## src/rtl/core/dsc_pkg.sv

```systemverilog
// Package for the date span calculator: widths, constants and calendar tables.
// Used by dsc_day_number and date_span_calculator; depends on nothing else.
`default_nettype none

package dsc_pkg;

    localparam int unsigned YEAR_MAX_DEF = 9999;

    localparam int DAY_W   = 5;
    localparam int MONTH_W = 4;
    localparam int YEAR_W  = 14;
    localparam int MIN_W   = 11;
    localparam int NUM_W   = 23;  // day number of a date
    localparam int DDIF_W  = 22;
    localparam int MDIF_W  = 33;
    localparam int Q100_W  = 8;   // year / 100
    localparam int PROD_W  = 34;  // day span * minutes per day

    localparam int IN_W  = 72;
    localparam int OUT_W = 64;

    // year / 100 as (year * RECIP100) >> RECIP_SHIFT, exact for 14-bit years
    localparam int RECIP_SHIFT = 21;
    localparam int RECIP_W     = 15;
    localparam int RPROD_W     = YEAR_W + RECIP_W;
    localparam logic [RECIP_W-1:0] RECIP100 = RECIP_W'(((1 << RECIP_SHIFT) + 99) / 100);

    localparam logic [YEAR_W-1:0] CENTURY      = YEAR_W'(100);
    localparam logic [NUM_W-1:0]  DAYS_IN_YEAR = NUM_W'(365);
    localparam logic [MIN_W-1:0]  MIN_PER_DAY  = MIN_W'(1440);

    localparam logic [DAY_W-1:0] LEN_FEB      = DAY_W'(28);
    localparam logic [DAY_W-1:0] LEN_FEB_LEAP = DAY_W'(29);
    localparam logic [DAY_W-1:0] LEN_SHORT    = DAY_W'(30);
    localparam logic [DAY_W-1:0] LEN_LONG     = DAY_W'(31);

    localparam logic [MONTH_W-1:0] M_JAN = MONTH_W'(1);
    localparam logic [MONTH_W-1:0] M_FEB = MONTH_W'(2);
    localparam logic [MONTH_W-1:0] M_APR = MONTH_W'(4);
    localparam logic [MONTH_W-1:0] M_JUN = MONTH_W'(6);
    localparam logic [MONTH_W-1:0] M_SEP = MONTH_W'(9);
    localparam logic [MONTH_W-1:0] M_NOV = MONTH_W'(11);
    localparam logic [MONTH_W-1:0] M_DEC = MONTH_W'(12);

    localparam logic [DDIF_W-1:0] DDIF_SAT = '1;
    localparam logic [MDIF_W-1:0] MDIF_SAT = '1;

    typedef struct packed {
        logic s1;
        logic s2;
    } t_stage_en;

    // days before the month; month zero counts as January, above twelve as a full year
    function automatic logic [8:0] month_start(input logic [MONTH_W-1:0] m);
        logic [8:0] v;
        unique case (m)
            4'd0, 4'd1: v = 9'd0;
            4'd2:       v = 9'd31;
            4'd3:       v = 9'd59;
            4'd4:       v = 9'd90;
            4'd5:       v = 9'd120;
            4'd6:       v = 9'd151;
            4'd7:       v = 9'd181;
            4'd8:       v = 9'd212;
            4'd9:       v = 9'd243;
            4'd10:      v = 9'd273;
            4'd11:      v = 9'd304;
            4'd12:      v = 9'd334;
            default:    v = 9'd365;
        endcase
        return v;
    endfunction

    function automatic logic [DAY_W-1:0] month_len(input logic [MONTH_W-1:0] m,
                                                   input logic leap);
        logic [DAY_W-1:0] v;
        unique case (m) inside
            M_FEB:                      v = leap ? LEN_FEB_LEAP : LEN_FEB;
            M_APR, M_JUN, M_SEP, M_NOV: v = LEN_SHORT;
            default:                    v = LEN_LONG;
        endcase
        return v;
    endfunction

endpackage

`default_nettype wire

```

## src/rtl/core/date_span_calculator.sv

```systemverilog
// Top level of the date span calculator: stream ports, span and minute pipeline.
// Depends on dsc_pkg and dsc_day_number (one instance per date).
//
// Each input item carries two Gregorian dates with a time of day in minutes; each
// result gives the day span, the elapsed minutes and a validity flag per date.
// The datapath is a five-stage pipeline (two day-number stages, span compare,
// span x 1440 multiply, minute sum and saturation). m_axis_tvalid is the valid flag of
// the last of the five register stages (r_v5), held until taken, and one item is taken
// every cycle while the output side keeps up; each stage holds its item under
// backpressure, so a stall only stops the stages behind a full one. Years above
// YEAR_MAX are clamped for day counting. There is no state between items and no
// clearing after reset.
`default_nettype none

module date_span_calculator #(
    parameter int unsigned YEAR_MAX = dsc_pkg::YEAR_MAX_DEF
) (
    input  wire logic                      i_clk,
    input  wire logic                      i_rst_n,
    input  wire logic                      s_axis_tvalid,
    output logic                           s_axis_tready,
    // first_day, first_month, first_year, first_minute,
    // second_day, second_month, second_year, second_minute, zero pad
    input  wire logic [dsc_pkg::IN_W-1:0]  s_axis_tdata,
    output logic                           m_axis_tvalid,
    input  wire logic                      m_axis_tready,
    // day_difference, minute_difference, first_valid, second_valid, zero pad
    output logic      [dsc_pkg::OUT_W-1:0] m_axis_tdata
);

    // pipeline control
    logic r_v1, r_v2, r_v3, r_v4, r_v5;
    logic ld1, ld2, ld3, ld4, ld5;
    dsc_pkg::t_stage_en stage_en;

    assign ld5 = !r_v5 || m_axis_tready;
    assign ld4 = !r_v4 || ld5;
    assign ld3 = !r_v3 || ld4;
    assign ld2 = !r_v2 || ld3;
    assign ld1 = !r_v1 || ld2;
    assign s_axis_tready = ld1;
    assign stage_en.s1 = ld1;
    assign stage_en.s2 = ld2;

    always_ff @(posedge i_clk) begin
        if (!i_rst_n) begin
            r_v1 <= 1'b0;
            r_v2 <= 1'b0;
            r_v3 <= 1'b0;
            r_v4 <= 1'b0;
            r_v5 <= 1'b0;
        end else begin
            if (ld1) r_v1 <= s_axis_tvalid;
            if (ld2) r_v2 <= r_v1;
            if (ld3) r_v3 <= r_v2;
            if (ld4) r_v4 <= r_v3;
            if (ld5) r_v5 <= r_v4;
        end
    end

    // input unpack
    logic [dsc_pkg::MIN_W-1:0] t1_in, t2_in;
    logic [dsc_pkg::MIN_W-1:0] r_t1_a, r_t2_a, r_t1_b, r_t2_b;

    assign t1_in = s_axis_tdata[33:23];
    assign t2_in = s_axis_tdata[67:57];

    always_ff @(posedge i_clk) begin
        if (ld1) begin
            r_t1_a <= t1_in;
            r_t2_a <= t2_in;
        end
        if (ld2) begin
            r_t1_b <= r_t1_a;
            r_t2_b <= r_t2_a;
        end
    end

    // stages 1-2: day numbers
    logic [dsc_pkg::NUM_W-1:0] num1, num2;
    logic                      val1, val2;

    dsc_day_number #(.YEAR_MAX(YEAR_MAX)) u_first (
        .i_clk    (i_clk),
        .i_en     (stage_en),
        .i_day    (s_axis_tdata[4:0]),
        .i_month  (s_axis_tdata[8:5]),
        .i_year   (s_axis_tdata[22:9]),
        .o_number (num1),
        .o_valid  (val1)
    );

    dsc_day_number #(.YEAR_MAX(YEAR_MAX)) u_second (
        .i_clk    (i_clk),
        .i_en     (stage_en),
        .i_day    (s_axis_tdata[38:34]),
        .i_month  (s_axis_tdata[42:39]),
        .i_year   (s_axis_tdata[56:43]),
        .o_number (num2),
        .o_valid  (val2)
    );

    // stage 3: span and order
    logic                      n_same;
    logic [dsc_pkg::NUM_W-1:0] n_span;
    logic [dsc_pkg::MIN_W-1:0] n_early, n_late, n_tabs;

    logic                      r_same3, r_val1_3, r_val2_3;
    logic [dsc_pkg::NUM_W-1:0] r_span;
    logic [dsc_pkg::MIN_W-1:0] r_early3, r_late3, r_tabs3;

    always_comb begin
        n_same = (num1 == num2);
        if (num1 < num2) begin
            n_span  = num2 - num1;
            n_early = r_t1_b;
            n_late  = r_t2_b;
        end else begin
            n_span  = num1 - num2;
            n_early = r_t2_b;
            n_late  = r_t1_b;
        end
        n_tabs = (r_t1_b > r_t2_b) ? r_t1_b - r_t2_b : r_t2_b - r_t1_b;
    end

    always_ff @(posedge i_clk) begin
        if (ld3) begin
            r_same3  <= n_same;
            r_span   <= n_span;
            r_early3 <= n_early;
            r_late3  <= n_late;
            r_tabs3  <= n_tabs;
            r_val1_3 <= val1;
            r_val2_3 <= val2;
        end
    end

    // stage 4: span * 1440, day saturation
    logic [dsc_pkg::PROD_W-1:0] n_prod;
    logic [dsc_pkg::DDIF_W-1:0] n_dsat;

    logic                       r_same4, r_val1_4, r_val2_4;
    logic [dsc_pkg::PROD_W-1:0] r_prod;
    logic [dsc_pkg::DDIF_W-1:0] r_dsat;
    logic [dsc_pkg::MIN_W-1:0]  r_early4, r_late4, r_tabs4;

    always_comb begin
        n_prod = dsc_pkg::PROD_W'(r_span) * dsc_pkg::PROD_W'(dsc_pkg::MIN_PER_DAY);
        n_dsat = (r_span > dsc_pkg::NUM_W'(dsc_pkg::DDIF_SAT))
               ? dsc_pkg::DDIF_SAT : r_span[dsc_pkg::DDIF_W-1:0];
    end

    always_ff @(posedge i_clk) begin
        if (ld4) begin
            r_same4  <= r_same3;
            r_prod   <= n_prod;
            r_dsat   <= n_dsat;
            r_early4 <= r_early3;
            r_late4  <= r_late3;
            r_tabs4  <= r_tabs3;
            r_val1_4 <= r_val1_3;
            r_val2_4 <= r_val2_3;
        end
    end

    // stage 5: minutes, saturation, output register
    logic [dsc_pkg::PROD_W:0]   base, mraw;
    logic [dsc_pkg::MDIF_W-1:0] n_mins;
    logic [dsc_pkg::OUT_W-1:0]  n_out;
    logic [dsc_pkg::OUT_W-1:0]  r_out;

    always_comb begin
        base = (dsc_pkg::PROD_W+1)'(r_prod) + (dsc_pkg::PROD_W+1)'(r_late4);
        mraw = (base > (dsc_pkg::PROD_W+1)'(r_early4))
             ? base - (dsc_pkg::PROD_W+1)'(r_early4) : '0;
        if (r_same4) begin
            n_mins = dsc_pkg::MDIF_W'(r_tabs4);
        end else if (mraw > (dsc_pkg::PROD_W+1)'(dsc_pkg::MDIF_SAT)) begin
            n_mins = dsc_pkg::MDIF_SAT;
        end else begin
            n_mins = mraw[dsc_pkg::MDIF_W-1:0];
        end
        n_out = {7'd0, r_val2_4, r_val1_4, n_mins, r_dsat};
    end

    always_ff @(posedge i_clk) begin
        if (ld5) r_out <= n_out;
    end

    assign m_axis_tvalid = r_v5;
    assign m_axis_tdata  = r_out;

    // checks
    a_same_day_minutes: assert property (@(posedge i_clk) disable iff (!i_rst_n)
        (m_axis_tvalid && (m_axis_tdata[21:0] == 22'd0)) |-> (m_axis_tdata[54:33] == 22'd0))
        else $error("zero day span with minute span of 2048 or more");

    a_stall_only_when_full: assert property (@(posedge i_clk) disable iff (!i_rst_n)
        !s_axis_tready |-> (r_v1 && r_v2 && r_v3 && r_v4 && r_v5 && !m_axis_tready))
        else $error("input stalled with room in the pipeline");

    a_reset_empties: assert property (@(posedge i_clk)
        !i_rst_n |=> (!m_axis_tvalid && !r_v1 && !r_v2 && !r_v3 && !r_v4))
        else $error("pipeline not empty after reset");

endmodule

`default_nettype wire

```

## src/rtl/core/dsc_day_number.sv

```systemverilog
// Two-stage date to day-number converter with month/day validity check.
// Depends on dsc_pkg; stage enables come from the top level's pipeline control.
`default_nettype none

module dsc_day_number #(
    parameter int unsigned YEAR_MAX = dsc_pkg::YEAR_MAX_DEF
) (
    input  wire logic                         i_clk,
    input  wire dsc_pkg::t_stage_en           i_en,
    input  wire logic [dsc_pkg::DAY_W-1:0]    i_day,
    input  wire logic [dsc_pkg::MONTH_W-1:0]  i_month,
    input  wire logic [dsc_pkg::YEAR_W-1:0]   i_year,
    output logic      [dsc_pkg::NUM_W-1:0]    o_number,
    output logic                              o_valid
);

    localparam logic [16:0] YMAX = 17'(YEAR_MAX);

    // stage 1
    logic [dsc_pkg::YEAR_W-1:0]  n_yy;
    logic [dsc_pkg::Q100_W-1:0]  n_qyy, n_qy;
    logic [dsc_pkg::RPROD_W-1:0] rp_yy, rp_y;
    logic [dsc_pkg::NUM_W-1:0]   n_yy365;

    logic [dsc_pkg::DAY_W-1:0]   r_day;
    logic [dsc_pkg::MONTH_W-1:0] r_month;
    logic [dsc_pkg::YEAR_W-1:0]  r_yy, r_y;
    logic [dsc_pkg::Q100_W-1:0]  r_qyy, r_qy;
    logic [dsc_pkg::NUM_W-1:0]   r_yy365;

    always_comb begin
        n_yy    = (17'(i_year) > YMAX) ? YMAX[dsc_pkg::YEAR_W-1:0] : i_year;
        rp_yy   = dsc_pkg::RPROD_W'(n_yy) * dsc_pkg::RPROD_W'(dsc_pkg::RECIP100);
        rp_y    = dsc_pkg::RPROD_W'(i_year) * dsc_pkg::RPROD_W'(dsc_pkg::RECIP100);
        n_qyy   = dsc_pkg::Q100_W'(rp_yy >> dsc_pkg::RECIP_SHIFT);
        n_qy    = dsc_pkg::Q100_W'(rp_y >> dsc_pkg::RECIP_SHIFT);
        n_yy365 = dsc_pkg::NUM_W'(n_yy) * dsc_pkg::DAYS_IN_YEAR;
    end

    always_ff @(posedge i_clk) begin
        if (i_en.s1) begin
            r_day   <= i_day;
            r_month <= i_month;
            r_yy    <= n_yy;
            r_y     <= i_year;
            r_qyy   <= n_qyy;
            r_qy    <= n_qy;
            r_yy365 <= n_yy365;
        end
    end

    // stage 2
    logic [dsc_pkg::YEAR_W-1:0] rem_yy, rem_y;
    logic                       leap_yy, leap_y;
    logic [dsc_pkg::NUM_W:0]    sum;
    logic [dsc_pkg::NUM_W-1:0]  n_number;
    logic                       n_valid;
    logic [dsc_pkg::NUM_W-1:0]  r_number;
    logic                       r_valid;

    always_comb begin
        rem_yy  = r_yy - dsc_pkg::YEAR_W'(dsc_pkg::YEAR_W'(r_qyy) * dsc_pkg::CENTURY);
        rem_y   = r_y  - dsc_pkg::YEAR_W'(dsc_pkg::YEAR_W'(r_qy)  * dsc_pkg::CENTURY);
        leap_yy = (r_yy[1:0] == 2'd0) && ((rem_yy != '0) || (r_qyy[1:0] == 2'd0));
        leap_y  = (r_y[1:0]  == 2'd0) && ((rem_y  != '0) || (r_qy[1:0]  == 2'd0));
        // days before the year: yy*365 + ceil(yy/4) - ceil(yy/100) + ceil(yy/400)
        sum = (dsc_pkg::NUM_W+1)'(r_yy365)
            + (dsc_pkg::NUM_W+1)'(r_yy >> 2)
            + (dsc_pkg::NUM_W+1)'(r_yy[1:0] != 2'd0)
            - (dsc_pkg::NUM_W+1)'(r_qyy)
            - (dsc_pkg::NUM_W+1)'(rem_yy != '0)
            + (dsc_pkg::NUM_W+1)'(r_qyy >> 2)
            + (dsc_pkg::NUM_W+1)'((rem_yy != '0) || (r_qyy[1:0] != 2'd0))
            + (dsc_pkg::NUM_W+1)'(dsc_pkg::month_start(r_month))
            + (dsc_pkg::NUM_W+1)'((r_month > dsc_pkg::M_FEB) && leap_yy)
            + (dsc_pkg::NUM_W+1)'(r_day);
        n_number = sum[dsc_pkg::NUM_W-1:0];
        n_valid  = (r_month >= dsc_pkg::M_JAN) && (r_month <= dsc_pkg::M_DEC)
                && (r_day != '0) && (r_day <= dsc_pkg::month_len(r_month, leap_y));
    end

    always_ff @(posedge i_clk) begin
        if (i_en.s2) begin
            r_number <= n_number;
            r_valid  <= n_valid;
        end
    end

    assign o_number = r_number;
    assign o_valid  = r_valid;

endmodule

`default_nettype wire
```

## config.mk

```make
export PLATFORM = sky130hd
export DESIGN_NAME = date_span_calculator
export DESIGN_NICKNAME = d
export VERILOG_FILES = /design/src/rtl/core/dsc_pkg.sv /design/src/rtl/core/date_span_calculator.sv /design/src/rtl/core/dsc_day_number.sv
export SDC_FILE = /design/constraint.sdc
export NUM_CORES = 2
export LEC_CHECK = 0
export BUFFER_PORTS_ARGS = -buffer_cell sky130_fd_sc_hd__buf_2
export CORE_UTILIZATION = 30
export CTS_BUF_LIST = sky130_fd_sc_hd__clkbuf_8
export DETAILED_ROUTE_END_ITERATION = 12
export HOLD_SLACK_MARGIN = 0.08
export SLEW_MARGIN = 20
export SYNTH_ARGS = -nofsm -noshare
export SYNTH_HDL_FRONTEND = slang
export SYNTH_SLANG_ARGS = --single-unit
```

## constraint.sdc

```tcl
create_clock -name i_clk -period 13.9 [get_ports i_clk]
set_input_delay 1.39 -clock i_clk [delete_from_list [all_inputs] [get_ports i_clk]]
set_output_delay 1.39 -clock i_clk [all_outputs]
set_load 0.03 [all_outputs]
```

==> flow_metrics.py <==
metrics = {
    "global_route": {
        "grt_first_pass_wirelength_mm": 169,
        "grt_max_degree": 121,
        "grt.total_usage_pct": 12.7,
        "grt_pass1_vias": 33000,
        "antenna_found_initial": 6,
        "grt_overflow": 0,
    },
    "clocking": {
        "h-tree-depth": 3,
        "clk_latency_ns": 0.80,
        "cts-resized-gates": 0,
        "cts_buffers": 85,
        "hold_buffers": 0,
        "cts-root-buf": "clkbuf_8",
        "cts_tree": "done",
        "clk_pin_slew_ns": 0.07,
        "post-cts-setup-buffer-count": 0,
        "cts_sinks": 466,
        "clock_path_buffers": 3,
    },
    "setup_path": {
        "worst_setup_path_start_kind": "register",
        "crit_buf_inv": 1,
        "reg2reg_from": "u_second.r_qyy[3]$_DFFE_PN_",
        "cp-startpoint": "u_second.r_qyy[3]$_DFFE_PN_",
        "cp.required_ns": 14.51,
        "cpPeakStageDelay_ns": 0.53,
        "arrival_ns": 10.12,
        "critPathSlowestCell": "edfxtp_1",
        "critPathKind": "reg -> reg",
        "crit_fanout": 5,
        "endpoint_kind": "register",
        "cp_top_family": "adder cells",
        "crit_top_cell": "fa_1",
    },
    "synthesis": {
        "async_flop_share_pct": 0,
        "mappedNetlistArea_sq_um": 49100,
        "synth-edff-count": 443,
        "synth_ff_type": "edfxtp_1",
        "yosysUniqueCellTypes": 84,
        "synth_warnings": 0,
        "seq_area_frac_synth_pct": 28.0,
        "synth_cells": 4614,
        "syn-mean-instance-area_sq_um": 10.6,
        "ys_ff_latch": 466,
    },
    "layout": {
        "syn_to_final_growth_pct": 10.3,
        "multiInputGateArea_sq_um": 31200,
        "layout.nets": 6224,
        "utilization_pct": 33.3,
        "drive_above_1_share_pct": 7.57,
        "seq_area_sq_um": 13800,
        "nFillCells": 16600,
    },
    "floorplan": {
        "core-area_sq_um": 163000,
        "num_io_pins": 142,
        "dieWidth_microns": 407,
        "die_h_microns": 407,
        "initial_core_util_pct": 30.2,
        "die-area_sq_um": 165000,
        "rows": 148,
    },
    "drt": {
        "viasPerCell": 4.48,
        "met1_length_mm": 46.4,
        "dr_total_vias": 31600,
        "firstDrtPassIters": 9,
        "postRouteAntennaNets": 0,
        "route.met2.wl_mm": 49.3,
        "drc": 0,
        "wire_per_inst_microns": 14.5,
        "initialDrtViolationCount": 1296,
        "wl_met3_mm": 3.39,
        "routed_wl_mm": 102,
        "maxUsedRoutingLayer": "met4",
    },
    "timing": {
        "max_slew.worst_pin.slew_ns": 0.985,
        "rsz0062_at_grt": "false",
        "skew_ns": 0.0512,
        "setup_slack_ns": 4.39,
        "setup_viol": 0,
        "min_period_ns": 9.51,
        "slew_viol_final": 0,
        "tns_ns": 0,
        "relSlewSlack_pct": 34.3,
        "hold_viol": 0,
        "timing.fmax_mhz": 105,
        "min_period_over_period_pct": 68.4,
    },
    "place": {
        "port_buffers": 130,
        "place_congestion": 0.872,
        "dp.final_hpwl_mm": 85.4,
        "place_ws_ns": 4.36,
    },
    "worst_hold_path": {
        "min_from": "r_early3[5]$_DFFE_PP_",
        "hold_path_class": "reg -> reg",
    },
    "outcome": {
        "status": "completed",
    },
    "run": {
        "cap_violations": 0,
    },
}
==> Yosys cell counts, drive strengths merged, types with 21 or more instances <==
library cell,count,area [sq um]
edfxtp,443,13300
o21a,43,323
a21oi,218,1170
a21o,66,495
ha,900,11300
mux2i,35,350
a211oi,22,170
xnor2,185,1620
fa,456,9130
nand3,52,273
inv,1041,3910
o21ai,134,674
nand2,157,594
nor3,82,420
a31oi,21,131
nor4,21,138
dfxtp,23,460
clkbuf,37,139
nor2b,46,288
nor2,166,631
nand2b,37,231
xor2,67,587
o21bai,32,240
and3,27,170
or2,39,244
==> sequential cells by signal, summed over array words and instances, names as in the netlist, 21 cells and up, named ones only <==
| name | flops |
|---|---|
| m_axis_tdata | 57 |
| r_prod | 29 |
| r_span | 23 |
| u_first.o_number | 23 |
| u_first.r_yy365 | 23 |
| u_second.o_number | 23 |
| r_dsat | 22 |
| u_second.r_yy365 | 21 |
==> cell usage in the layout (no fill, tap or decap), drive strengths merged, types with 12 or more instances in the layout <==
cell,count
o21a,43
mux2i,35
nor2b,46
a211oi,22
a21boi,19
nand2b,37
dfxtp,23
buf,141
nor2,166
o311a,13
and3,27
nand4,16
clkinv,34
xor2,67
xnor2,185
edfxtp,443
inv,1061
nor3,82
nand2,157
a21o,66
o211ai,18
a31oi,21
a21oi,218
o21bai,32
fa,456
o21ai,134
or4,13
nor4,21
or3,12
clkbuf,85
nand3,52
ha,900
or2,39
o31ai,12
and2,12
==> through the flow <==
step / cells / hold slack (ns) / cell area, sq um
floorplan: 4620 / 0.400 / 49100
global placement: 6880 / 0.402 / 52400
detailed placement: 6880 / 0.405 / 52400
CTS: 7035 / 0.413 / 54200
global route: 7037 / 0.419 / 54200
finish: 7040 / 0.414 / 54200
==> cell families after synthesis <==
logic type	count (synthesis)	synth area share, %
other cells	1	0.00764
buf+inv	1097	8.52
compound gates	693	9.30
simple gates	706	7.24
fa+ha+maj	1356	41.5
flops	466	28.0
xor+xnor	252	4.49
mux	43	0.897
==> per-layer routing <==
| layer | track usage, % | up-vias |
|---|---|---|
| met4 | 3.52 | 0 |
| met2 | 22.2 | 419 |
| met3 | 1.88 | 124 |
| li1 | - | 15800 |
| met5 | 0 | - |
| met1 | 16.3 | 15200 |
==> worst paths after layout <==
kind                                                        end  slack, ns  depth (start not counted)
worst max register to register  u_second.o_number[22]$_DFFE_PP_       4.39                         34
worst max-delay path            u_second.o_number[22]$_DFFE_PP_       4.39                         34
worst min register to register            r_early4[5]$_DFFE_PP_       0.41                          0
worst min-delay path                      r_early4[5]$_DFFE_PP_       0.41                          0
==> worst reg2reg max path, delay by kind of cell, from the launching register on <==
family,cells,cell delay [ns]
compound gates,16,3.42
xor+xnor,2,0.34
fa+ha+maj,11,4.35
buf+inv,1,0.05
flops,1,0.53
simple gates,4,0.66
==> cell type report <==
class / count / share of cell area, %
timing repair buffer: 141 / 1.38
antenna: 5 / 0.0231
clock inverter: 70 / 1.15
multi-input combinational: 3057 / 57.7
inverter: 1041 / 7.21
sequential: 466 / 25.4
tap: 2175 / 5.02
clock buffer: 85 / 2.16
Power is not shown: default switching activity piles up to over one toggle a cycle in this logic, so the estimate is an artifact.
